**config.mk**
```make
export PLATFORM = sky130hd
export DESIGN_NAME = route_table_last_hit_cache_top
export DESIGN_NICKNAME = d
export VERILOG_FILES = /design/src/rtl/core/rtlhc_pkg.sv /design/src/rtl/core/rtlhc_ram.sv /design/src/rtl/core/route_table_last_hit_cache_top.sv
export SDC_FILE = /design/constraint.sdc
export NUM_CORES = 2
export LEC_CHECK = 0
export BUFFER_PORTS_ARGS = -buffer_cell sky130_fd_sc_hd__buf_2
export CORE_ASPECT_RATIO = 1.75
export CORE_MARGIN = 2
export CORE_UTILIZATION = 55
export CTS_CLUSTER_SIZE = 12
export DETAILED_ROUTE_END_ITERATION = 8
export PLACE_DENSITY = 0.71
export SYNTH_ARGS = -nofsm -noshare
export SYNTH_HDL_FRONTEND = slang
export SYNTH_SLANG_ARGS = --single-unit
```
**constraint.sdc**
```tcl
create_clock -name aclk -period 6.1 [get_ports aclk]
set_input_delay 0 -clock aclk [delete_from_list [all_inputs] [get_ports aclk]]
set_output_delay 0 -clock aclk [all_outputs]
set_load 0.03 [all_outputs]
```
**src/rtl/core/rtlhc_pkg.sv**
```systemverilog
// ============================================================================
// rtlhc_pkg: shared definitions for the route table with last-hit cache
// Table geometry, field widths, operation and status codes, and the
// controller state type.
// ============================================================================
package rtlhc_pkg;

    localparam int TABLE_DEPTH = 64;
    localparam int IDX_W       = (TABLE_DEPTH > 1) ? $clog2(TABLE_DEPTH) : 1;
    localparam int CNT_W       = $clog2(TABLE_DEPTH + 1);

    localparam int ADDR_W      = 32;
    localparam int IFC_W       = 16;
    localparam int ENTRY_W     = ADDR_W + IFC_W;

    typedef enum logic [1:0] {
        MODE_LOOKUP = 2'd0,
        MODE_INSERT = 2'd1,
        MODE_DELETE = 2'd2
    } mode_t;

    typedef enum logic [1:0] {
        STATUS_OK   = 2'd0,
        STATUS_MISS = 2'd1,
        STATUS_FULL = 2'd2
    } status_t;

    typedef enum logic [2:0] {
        ST_IDLE,
        ST_DISPATCH,
        ST_SEARCH,
        ST_SHIFT,
        ST_REPLY
    } state_t;

endpackage

```
**src/rtl/core/rtlhc_ram.sv**
```systemverilog
// ============================================================================
// rtlhc_ram: generic simple dual-port RAM
// One write port and one read port; read data is registered.
// ============================================================================
module rtlhc_ram #(
    parameter int WIDTH = 8,
    parameter int DEPTH = 16,
    parameter int AW    = (DEPTH > 1) ? $clog2(DEPTH) : 1
) (
    input  logic             aclk,
    input  logic             we,
    input  logic [AW-1:0]    waddr,
    input  logic [WIDTH-1:0] wdata,
    input  logic [AW-1:0]    raddr,
    output logic [WIDTH-1:0] rdata
);

    logic [WIDTH-1:0] mem [DEPTH];

    always_ff @(posedge aclk) begin
        if (we) begin
            mem[waddr] <= wdata;
        end
        rdata <= mem[raddr];
    end

endmodule

```
**src/rtl/core/route_table_last_hit_cache_top.sv**
```systemverilog
// ============================================================================
// route_table_last_hit_cache_top: exact-match route table with last-hit cache
// Insertion-ordered (address, interface) table in one RAM, a one-entry cache
// of the last successful table lookup, and a sequencer for lookup, insert and
// delete.
// ============================================================================
// The block takes one transaction at a time and returns exactly one result
// transaction for each. A lookup that hits the cache, an insert and an unused
// mode go from idle through dispatch to reply. A lookup that misses the cache
// walks the table from the newest entry to the oldest through the table RAM,
// one read issued per cycle, with the read data registered in the RAM; it
// examines entry_count entries when nothing matches. A delete walks the same
// way, and a delete that finds nothing costs the same as a lookup miss. When
// it finds the address at position p, it then moves the entries above p down
// one place, one RAM read and one write per cycle. The worst case is deleting
// the oldest entry of a full table of 64. The single read port of the table
// RAM limits these walks. A new transaction is accepted as soon as the
// sequencer is back in idle, even while the previous result still waits on
// the output register; a finished result that finds the output register
// still occupied waits, and the block with it, until that register empties.
module route_table_last_hit_cache_top (
    input  logic                       aclk,
    input  logic                       aresetn,

    input  logic                       s_valid,
    output logic                       s_ready,
    input  logic [1:0]                 s_mode,
    input  logic [rtlhc_pkg::ADDR_W-1:0] s_route_address,
    input  logic [rtlhc_pkg::IFC_W-1:0]  s_route_interface,

    output logic                       m_valid,
    input  logic                       m_ready,
    output logic [1:0]                 m_status,
    output logic [rtlhc_pkg::IFC_W-1:0]  m_found_interface,
    output logic                       m_from_cache
);

    import rtlhc_pkg::*;

    // Sequencer state and the latched request.
    state_t              state_reg, state_next;
    mode_t               mode_reg, mode_next;
    logic [ADDR_W-1:0]   addr_reg, addr_next;
    logic [IFC_W-1:0]    ifc_reg, ifc_next;

    // Table fill level and the last-hit cache.
    logic [CNT_W-1:0]    count_reg, count_next;
    logic                cache_valid_reg, cache_valid_next;
    logic [ADDR_W-1:0]   cache_addr_reg, cache_addr_next;
    logic [IFC_W-1:0]    cache_ifc_reg, cache_ifc_next;

    // Walk pointers. During a search ptr_reg counts the entries not yet
    // issued to the RAM; during a shift it is the next entry to read.
    logic [CNT_W-1:0]    ptr_reg, ptr_next;
    logic                cmp_vld_reg, cmp_vld_next;
    logic [IDX_W-1:0]    cmp_idx_reg, cmp_idx_next;
    logic [IDX_W-1:0]    wr_idx_reg, wr_idx_next;
    logic                shift_vld_reg, shift_vld_next;

    // Finished result waiting for the output register.
    status_t             res_status_reg, res_status_next;
    logic [IFC_W-1:0]    res_ifc_reg, res_ifc_next;
    logic                res_cache_reg, res_cache_next;

    // Output register.
    logic                m_valid_reg, m_valid_next;
    status_t             m_status_reg, m_status_next;
    logic [IFC_W-1:0]    m_found_reg, m_found_next;
    logic                m_cache_reg, m_cache_next;

    // Table RAM ports.
    logic                mem_we;
    logic [IDX_W-1:0]    mem_waddr;
    logic [ENTRY_W-1:0]  mem_wdata;
    logic [IDX_W-1:0]    mem_raddr;
    logic [ENTRY_W-1:0]  mem_rdata;

    logic [ADDR_W-1:0]   rd_addr;
    logic [IFC_W-1:0]    rd_ifc;
    logic [CNT_W-1:0]    ptr_dec;
    logic                match;
    logic                cache_hit;

    rtlhc_ram #(
        .WIDTH (ENTRY_W),
        .DEPTH (TABLE_DEPTH),
        .AW    (IDX_W)
    ) u_table (
        .aclk  (aclk),
        .we    (mem_we),
        .waddr (mem_waddr),
        .wdata (mem_wdata),
        .raddr (mem_raddr),
        .rdata (mem_rdata)
    );

    assign rd_addr   = mem_rdata[ENTRY_W-1:IFC_W];
    assign rd_ifc    = mem_rdata[IFC_W-1:0];
    assign ptr_dec   = ptr_reg - CNT_W'(1);
    assign match     = cmp_vld_reg && (rd_addr == addr_reg);
    assign cache_hit = cache_valid_reg && (cache_addr_reg == addr_reg);

    assign s_ready           = (state_reg == ST_IDLE);
    assign m_valid           = m_valid_reg;
    assign m_status          = m_status_reg;
    assign m_found_interface = m_found_reg;
    assign m_from_cache      = m_cache_reg;

    always_ff @(posedge aclk) begin
        if (!aresetn) begin
            state_reg       <= ST_IDLE;
            count_reg       <= '0;
            cache_valid_reg <= 1'b0;
            cache_addr_reg  <= '0;
            cache_ifc_reg   <= '0;
            cmp_vld_reg     <= 1'b0;
            shift_vld_reg   <= 1'b0;
            m_valid_reg     <= 1'b0;
        end else begin
            state_reg       <= state_next;
            count_reg       <= count_next;
            cache_valid_reg <= cache_valid_next;
            cache_addr_reg  <= cache_addr_next;
            cache_ifc_reg   <= cache_ifc_next;
            cmp_vld_reg     <= cmp_vld_next;
            shift_vld_reg   <= shift_vld_next;
            m_valid_reg     <= m_valid_next;
        end
    end

    always_ff @(posedge aclk) begin
        mode_reg       <= mode_next;
        addr_reg       <= addr_next;
        ifc_reg        <= ifc_next;
        ptr_reg        <= ptr_next;
        cmp_idx_reg    <= cmp_idx_next;
        wr_idx_reg     <= wr_idx_next;
        res_status_reg <= res_status_next;
        res_ifc_reg    <= res_ifc_next;
        res_cache_reg  <= res_cache_next;
        m_status_reg   <= m_status_next;
        m_found_reg    <= m_found_next;
        m_cache_reg    <= m_cache_next;
    end

    always_comb begin
        state_next       = state_reg;
        mode_next        = mode_reg;
        addr_next        = addr_reg;
        ifc_next         = ifc_reg;
        count_next       = count_reg;
        cache_valid_next = cache_valid_reg;
        cache_addr_next  = cache_addr_reg;
        cache_ifc_next   = cache_ifc_reg;
        ptr_next         = ptr_reg;
        cmp_vld_next     = cmp_vld_reg;
        cmp_idx_next     = cmp_idx_reg;
        wr_idx_next      = wr_idx_reg;
        shift_vld_next   = shift_vld_reg;
        res_status_next  = res_status_reg;
        res_ifc_next     = res_ifc_reg;
        res_cache_next   = res_cache_reg;
        m_status_next    = m_status_reg;
        m_found_next     = m_found_reg;
        m_cache_next     = m_cache_reg;

        // The output slot empties when its transaction is taken.
        m_valid_next     = m_valid_reg && !m_ready;

        mem_we    = 1'b0;
        mem_waddr = wr_idx_reg;
        mem_wdata = {addr_reg, ifc_reg};
        mem_raddr = ptr_reg[IDX_W-1:0];

        case (state_reg)
            ST_IDLE: begin
                if (s_valid) begin
                    mode_next  = mode_t'(s_mode);
                    addr_next  = s_route_address;
                    ifc_next   = s_route_interface;
                    state_next = ST_DISPATCH;
                end
            end

            ST_DISPATCH: begin
                res_status_next = STATUS_MISS;
                res_ifc_next    = '0;
                res_cache_next  = 1'b0;
                ptr_next        = count_reg;
                cmp_vld_next    = 1'b0;
                state_next      = ST_REPLY;
                case (mode_reg)
                    MODE_LOOKUP: begin
                        if (cache_hit) begin
                            res_status_next = STATUS_OK;
                            res_ifc_next    = cache_ifc_reg;
                            res_cache_next  = 1'b1;
                        end else begin
                            state_next = ST_SEARCH;
                        end
                    end
                    MODE_INSERT: begin
                        if (count_reg >= CNT_W'(TABLE_DEPTH)) begin
                            res_status_next = STATUS_FULL;
                        end else begin
                            mem_we          = 1'b1;
                            mem_waddr       = count_reg[IDX_W-1:0];
                            count_next      = count_reg + CNT_W'(1);
                            res_status_next = STATUS_OK;
                        end
                    end
                    MODE_DELETE: begin
                        state_next = ST_SEARCH;
                    end
                    default: begin
                        // Unused mode: reported as a miss, state untouched.
                    end
                endcase
            end

            ST_SEARCH: begin
                // Reads are issued newest first; each cycle compares the
                // entry whose data came back from the previous read.
                if (match) begin
                    cmp_vld_next = 1'b0;
                    if (mode_reg == MODE_LOOKUP) begin
                        res_status_next  = STATUS_OK;
                        res_ifc_next     = rd_ifc;
                        res_cache_next   = 1'b0;
                        cache_valid_next = 1'b1;
                        cache_addr_next  = addr_reg;
                        cache_ifc_next   = rd_ifc;
                        state_next       = ST_REPLY;
                    end else begin
                        wr_idx_next    = cmp_idx_reg;
                        ptr_next       = CNT_W'(cmp_idx_reg) + CNT_W'(1);
                        shift_vld_next = 1'b0;
                        state_next     = ST_SHIFT;
                    end
                end else if (ptr_reg != '0) begin
                    mem_raddr    = ptr_dec[IDX_W-1:0];
                    cmp_vld_next = 1'b1;
                    cmp_idx_next = ptr_dec[IDX_W-1:0];
                    ptr_next     = ptr_dec;
                end else begin
                    cmp_vld_next    = 1'b0;
                    res_status_next = STATUS_MISS;
                    res_ifc_next    = '0;
                    res_cache_next  = 1'b0;
                    state_next      = ST_REPLY;
                end
            end

            ST_SHIFT: begin
                // Entry j+1 is read while entry j, read the cycle before, is
                // written back one place lower, so reads always run ahead of
                // writes.
                if (shift_vld_reg) begin
                    mem_we      = 1'b1;
                    mem_waddr   = wr_idx_reg;
                    mem_wdata   = mem_rdata;
                    wr_idx_next = wr_idx_reg + IDX_W'(1);
                end
                if (ptr_reg < count_reg) begin
                    mem_raddr      = ptr_reg[IDX_W-1:0];
                    shift_vld_next = 1'b1;
                    ptr_next       = ptr_reg + CNT_W'(1);
                end else begin
                    shift_vld_next = 1'b0;
                    count_next     = count_reg - CNT_W'(1);
                    if (cache_hit) begin
                        cache_valid_next = 1'b0;
                        cache_addr_next  = '0;
                        cache_ifc_next   = '0;
                    end
                    res_status_next = STATUS_OK;
                    res_ifc_next    = '0;
                    res_cache_next  = 1'b0;
                    state_next      = ST_REPLY;
                end
            end

            ST_REPLY: begin
                if (!m_valid_reg || m_ready) begin
                    m_valid_next  = 1'b1;
                    m_status_next = res_status_reg;
                    m_found_next  = res_ifc_reg;
                    m_cache_next  = res_cache_reg;
                    state_next    = ST_IDLE;
                end
            end

            default: begin
                state_next = ST_IDLE;
            end
        endcase
    end

endmodule
```
# Yosys cells after proc, flatten, opt, wreduce, memory -nomap -nowiden

Memories as Yosys holds them, arrays and structs flattened. A register that Yosys moved wholly into a read port is not among the register bits.
Index checks and enable logic that the tools add are counted.

Add/subtract/negate cells: 6
Multiply operators: 0
Divide/modulo/power cells: 0
Order comparisons: 2
Eq/ne operators: 23
Shift operators: 0
Muxes and demuxes: 81
Bitwise gates (word level): 1
Reduce and logical (&&, ||, !) cells: 23

Operator list:

| operator                                                           | number |
|---|---|
| 16-bit 2-to-1 mux                                                  | 9 |
| 32-bit 2-to-1 mux                                                  | 4 |
| 48-bit 2-to-1 mux                                                  | 2 |
| 32-bit equality test                                               | 2 |
| 32-bit one-hot mux with 2 select lines                             | 1 |
| 6-bit 2-to-1 mux                                                   | 9 |
| 7-bit 2-to-1 mux                                                   | 7 |
| 16-bit one-hot mux with 3 select lines                             | 1 |
| 16-bit one-hot mux with 2 select lines                             | 1 |
| 1-bit 2-to-1 mux                                                   | 23 |
| 2-bit != test, second input constant                               | 11 |
| 3-bit 2-to-1 mux                                                   | 7 |
| 7-bit one-hot mux with 3 select lines                              | 1 |
| 4-bit AND reduction                                                | 5 |
| 3-bit one-hot mux with 5 select lines                              | 1 |
| 7-bit by 1-bit adder with 7-bit output, second input constant      | 2 |
| 7-bit one-hot mux with 2 select lines                              | 1 |
| 7-bit by 1-bit subtractor with 7-bit output, second input constant | 2 |
| 3-bit != test, second input constant                               | 4 |
| 6-bit one-hot mux with 2 select lines                              | 1 |
| 2-bit 2-to-1 mux                                                   | 5 |
| 1-bit one-hot mux with 2 select lines                              | 4 |
| 6-bit by 1-bit adder with 7-bit output, second input constant      | 1 |
| 7-bit greater-or-equal comparator, second input constant           | 1 |
| other kinds (23)                                                   | 31 |

Register bits after elaboration: 169
Bits in latches: 0
Bits in writable memories: 3072
ROM bits: 0
Bits of input ports: 54
Output and inout bits: 21
Word-level logic and storage cells: 157
Memories kept: 1

Memory list:

| name        | depth | bits a word | rd ports | clocked after Yosys merged registers in | write ports | RTL line        | text |
|---|---|---|---|---|---|---|---|
| u_table.mem | 64    | 48          | 1        | 1                                       | 1           | rtlhc_ram.sv:18 | `logic [WIDTH-1:0] mem [DEPTH];` |

# Longest topological paths before layout

Word-level depth: 6
Mapped depth: 22
Gate-level depth less buffers: 12

# By module

Synthesis repeated with hierarchy kept, for this count alone.

Cell total of the unflattened synthesis: 5790
Area total of the unflattened synthesis: 125693.0 um^2

Modules (own cells, without submodules):

| module                         | times used | cells an instance | area an instance (um^2) | sequential area each (um^2) |
|---|---|---|---|---|
| rtlhc_ram                      | 1          | 5147              | 117727.9                | 93209.4 |
| route_table_last_hit_cache_top | 1          | 643               | 7965.1                  | 4454.3 |

# Worst setup path before layout

Ideal clock, no wire load.

Kind: register to register
Start: register ptr_reg[0]
End: register res_cache_reg, enable pin
Setup time: 0.423 ns
Data arrival time: 4.631 ns
Required time: 5.677 ns
Slack: 1.046 ns
Stages on the path, launching flop included: 14
Buffers on the path: 6
Period minus slack after synthesis: 5.054 ns
Cell sequence: edfxtp_1 clkbuf_1 inv_1 clkbuf_1 clkbuf_1 clkbuf_1 clkbuf_1 ha_1 or3b_2 clkbuf_1 nor2_1 a21oi_1 a21oi_1 nor3b_1

Longest elaborated chain between the ends: 3
Elaborated cells between the ends (all ways): 5
Those cells by class: order compare (1); eq/ne (2); reduce/logical (2)

RTL lines:

| what                                                     | RTL line                                                                     | text |
|---|---|---|
| start: declaration                                       | route_table_last_hit_cache_top.sv:54                                         | `logic [CNT_W-1:0] ptr_reg, ptr_next;` |
| start signal: assignment                                 | route_table_last_hit_cache_top.sv:135                                        | `ptr_reg <= ptr_next;` |
| 7-bit < comparator or 7-bit nonzero test (tied branches) | route_table_last_hit_cache_top.sv:264, route_table_last_hit_cache_top.sv:240 |  |
| 2-bit != test (no line) or 3-bit != test (tied branches) | --                                                                           |  |
| 4-bit AND reduction (no line) *                          | --                                                                           |  |
| end signal: assignment                                   | route_table_last_hit_cache_top.sv:140                                        | `res_cache_reg <= res_cache_next;` |
| end: declaration                                         | route_table_last_hit_cache_top.sv:63                                         | `logic res_cache_reg, res_cache_next;` |

Every way passes the cells marked *; elsewhere a longest branch is shown, timed or not.
A chain may end at the register's enable or synchronous reset.

# Worst setup path in the final report

Start: register addr_reg[21]
End: register u_table.rdata[43] (read register of u_table.mem)

Longest elaborated chain between the ends: 4

RTL lines:

| what                     | RTL line                              | text |
|---|---|---|
| start: declaration       | route_table_last_hit_cache_top.sv:43  | `logic [ADDR_W-1:0] addr_reg, addr_next;` |
| start signal: assignment | route_table_last_hit_cache_top.sv:133 | `addr_reg <= addr_next;` |
| 32-bit equality test     | route_table_last_hit_cache_top.sv:100 | `assign match = cmp_vld_reg && (rd_addr == addr_reg);` |
| 1-bit logical AND        | route_table_last_hit_cache_top.sv:100 |  |
| 6-bit 2-to-1 mux         | route_table_last_hit_cache_top.sv:224 | `if (match) begin` |
| 6-bit 2-to-1 mux         | --                                    |  |
| end: declaration         | rtlhc_ram.sv:15                       | `output logic [WIDTH-1:0] rdata` |

Every way passes these cells.

==> impl_metrics.ini <==
[run_status]
run_status = finished, violations left
failed_checks = design-rule violations, negative setup slack

[floorplanning]
rows = 259
pin_count = 75
fp.coreArea_um2 = 283600
die_w_um = 407.2
fp.dieH_um = 709.6
start_util_pct = 55.18
dieArea_um2 = 288900

[detailed_routing]
dr.first_iter.drc_count = 13867
firstDrtPassIters = 9
vias_per_cell = 7.187
vias = 99836
drc = 2
wire_per_inst_um = 37.97
route.antenna.remaining_nets = 0
totalWireLength_um = 527500

[global_route]
grt_pass1_vias = 100736
grt_pass1_wl_um = 735900
grt_antenna_before_repair = 16
grt-ovfl-total = 0
grt_use_total_pct = 35.89
grt_max_degree = 139

[yosys]
synthXorXnorAreaFrac_pct = 0.5046
ys_types = 87
synth_nets = 9817
synth_compound_area_share_pct = 5.317
synth_top_family_by_area = multiplexers
synth_area_leader_cell = edfxtp_1
syn-instance-count = 9747
muxShareOfSynthArea_pct = 26.43
synth_edf_count = 3179
synth_top_cells_by_area = edfxtp_1, mux2i_1, mux4_2
synth_top_area_share_pct = 61.01
netlist_area_um2 = 156500
synth_flop_cell = edfxtp_1
yosysMostFrequentCell = edfxtp_1
seq_area_frac_synth_pct = 62.42
synthTopCellsByCount = edfxtp_1, mux2i_1, mux4_2, clkbuf_1, nand2_1
async_flop_share_pct = 0
synth-simple-area-share_pct = 3.208
synth_warnings = 0
ys_seq_elements = 3289
syn_area_per_cell_um2 = 16.05
yosys.area_share.adder_pct = 0.1327

[setup_path]
worst-setup-path-type = reg -> reg
path_cells = xnor2_2 -> nand4_1 -> or3_1 -> nor4_4 -> buf_4 -> a221oi_4 -> a21oi_4 -> nand2_4 -> buf_4 -> buf_4 -> o22ai_1 -> nor3_1 -> a32oi_2
critPathMaxFanout = 9
worstPathRequired_ns = 6.83
cp-end-kind = register
cp-start-kind = register
cp.arrival_ns = 7.05
cpLargestDelayFamily = simple AND/OR/NAND/NOR gates
slowest_stage = nor4_4
path_buf_inv = 3
max_stage_delay_ns = 0.80
crit_path_frequent_cell = buf_4

[placed_design]
gp_congestion = 0.9750
hpwl_um = 302100
port_buffers = 74

[cts]
cts_buffers = 323
clk_latency_ns = 0.95
postCtsSetupBuffers = 0
cts_root_buffer = clkbuf_16
cts_tree = yes
clock_sinks = 3289
htree_levels = 5
cts_buffer_depth = 4
path_clk_slew_ns = 0.06

[power_and_ir_drop]
vdd_drop_max_mv = 0.4038
power_density_nw_per_um2 = 384.6
clock_power_share_pct = 27.7
share_comb_of_total_power_pct = 32.1
pwr-share-seq_pct = 40.2
power.internal_w = 0.04480
p_leak_nw = 60.51
p_sw_share_pct = 33.01
power.total_w = 0.06688
power_switching_w = 0.02208

[final_layout]
nets = 9958
regArea_um2 = 97660
drive_above_1_share_pct = 16.05
syn_to_final_growth_pct = 11.14
largestRegisters = u_table.mem (3072), u_table.rdata (48)
top_register = u_table.mem
fillerInstances = 20251
multi_input_area_um2 = 56370
largest_register_ffs = 3072

[timing]
hold_slack_ns = 0.09374
finalCritPeriodShare_pct = 103.6
min_period_ns = 6.317
rsz0062_at_grt = no
fmax_ghz = 0.1583
setup_viol = 3
skew_ns = 0.07591
fin_ws_ns = -0.2168
hold_viol_final = 0
max-slew-margin-rel_pct = 4.452
drv_slew = 0
max_slew.worst_pin.slew_ns = 1.433

[min_path]
hold_path.class = in -> reg

[flow_run]
cap_violations = 0
[final timing paths]
kind              startpoint                    end  slack (ns)  cells after the start
max             addr_reg[21]      u_table.rdata[43]       -0.22                     13
min                  m_ready                m_valid        0.09                      5
max reg2reg     addr_reg[21]      u_table.rdata[43]       -0.22                     13
min reg2reg  res_ifc_reg[14]  m_found_interface[14]        0.42                      0
[kinds of logic after synthesis]
kind of cell             count (synthesis)
AO/OA/AOI/OAI                         1179
XOR/XNOR                                88
adder cells (fa/ha/maj)                 16
buffers and inverters                  767
flip-flops                            3289
multiplexers                          3363
AND/OR/NAND/NOR                       1045
[worst min-delay path, delay by kind of cell]
| family | cells | cell delay [ns] |
|---|---|---|
| buffers and inverters | 2 | 0.71 |
| AND/OR/NAND/NOR | 2 | 0.14 |
| AO/OA/AOI/OAI | 1 | 0.13 |
[power by group through the flow]
stage                     Clock [W]  Sequential, W  Combinational, W
after floorplan                   0         0.0266            0.0147
after global placement            0         0.0272            0.0205
after detailed placement          0         0.0272            0.0209
after CTS                    0.0186         0.0268            0.0211
after global routing         0.0194         0.0268            0.0222
final                        0.0185         0.0269            0.0215
[cells in the final DEF (no fill, tap or decap), types with 48 or more instances in the layout]
cell type      netlist  final
dlygate4sd3_1        0    106
a211oi_1           165    165
nor3_1             133    132
o2111ai_1           48     48
edfxtp_1          3179   3179
clkbuf_16            0    328
nand3_1            105    105
o22ai_1            232    232
buf_12               0    118
mux4_2             607    607
clkbuf_1           520    163
o311ai_0            51     51
buf_2              136     74
nand2_1            410    399
and2_1              59     58
buf_4                9    266
o221ai_1            78     78
xnor2_1             54     53
mux2_2              80     80
nor2b_1             70     70
a22oi_1             55     54
nor2_4               0     67
dfxtp_1            110    110
mux2i_1           2674   2674
o21ai_0            144    144
a21oi_1            137    137
[what timing repair did]
| action | CTS | global route |
|---|---|---|
| endpoints found under the setup margin | 3 | 0 |
| hold endpoints to repair | 131 | 0 |
| hold buffers | 106 | 0 |
| gates resized for setup | 4 | 0 |
[routing by layer]
metal  part of all wire [%]  global-route usage, %
met5                 0.0099                      0
met4                     10                  30.40
met3                     10                  7.922
met2                     47                  57.48
met1                     33                  41.19
[final cells by class]
cell class	instances	share of cell area, %
clock buffers	502	5.159
repair buffers	564	3.330
diodes	18	0.02590
inverters	19	0.05109
flip-flops and latches	3289	56.16
clock inverters	24	0.1288
well taps	3784	2.723
multi-input cells	5691	32.42
[stage by stage]
| stage | setup WS [ns] | cell area (um2) | utilization [%] | TNS, ns | instances |
|---|---|---|---|---|---|
| 6_report | -0.2168 | 173900 | 61.33 | -0.4228 | 13891 |
| 5_1_grt | 0.01346 | 173900 | 61.32 | 0 | 13887 |
| 4_1_cts | 0.09606 | 173800 | 61.31 | 0 | 13873 |
| 3_5_place_dp | -0.5104 | 163600 | 57.68 | -1.242 | 13241 |
| 3_3_place_gp | -0.4852 | 163600 | 57.68 | -1.214 | 13241 |
| 2_1_floorplan | 1.046 | 156500 | - | 0 | 9747 |
(Power assumes the default switching activity.)
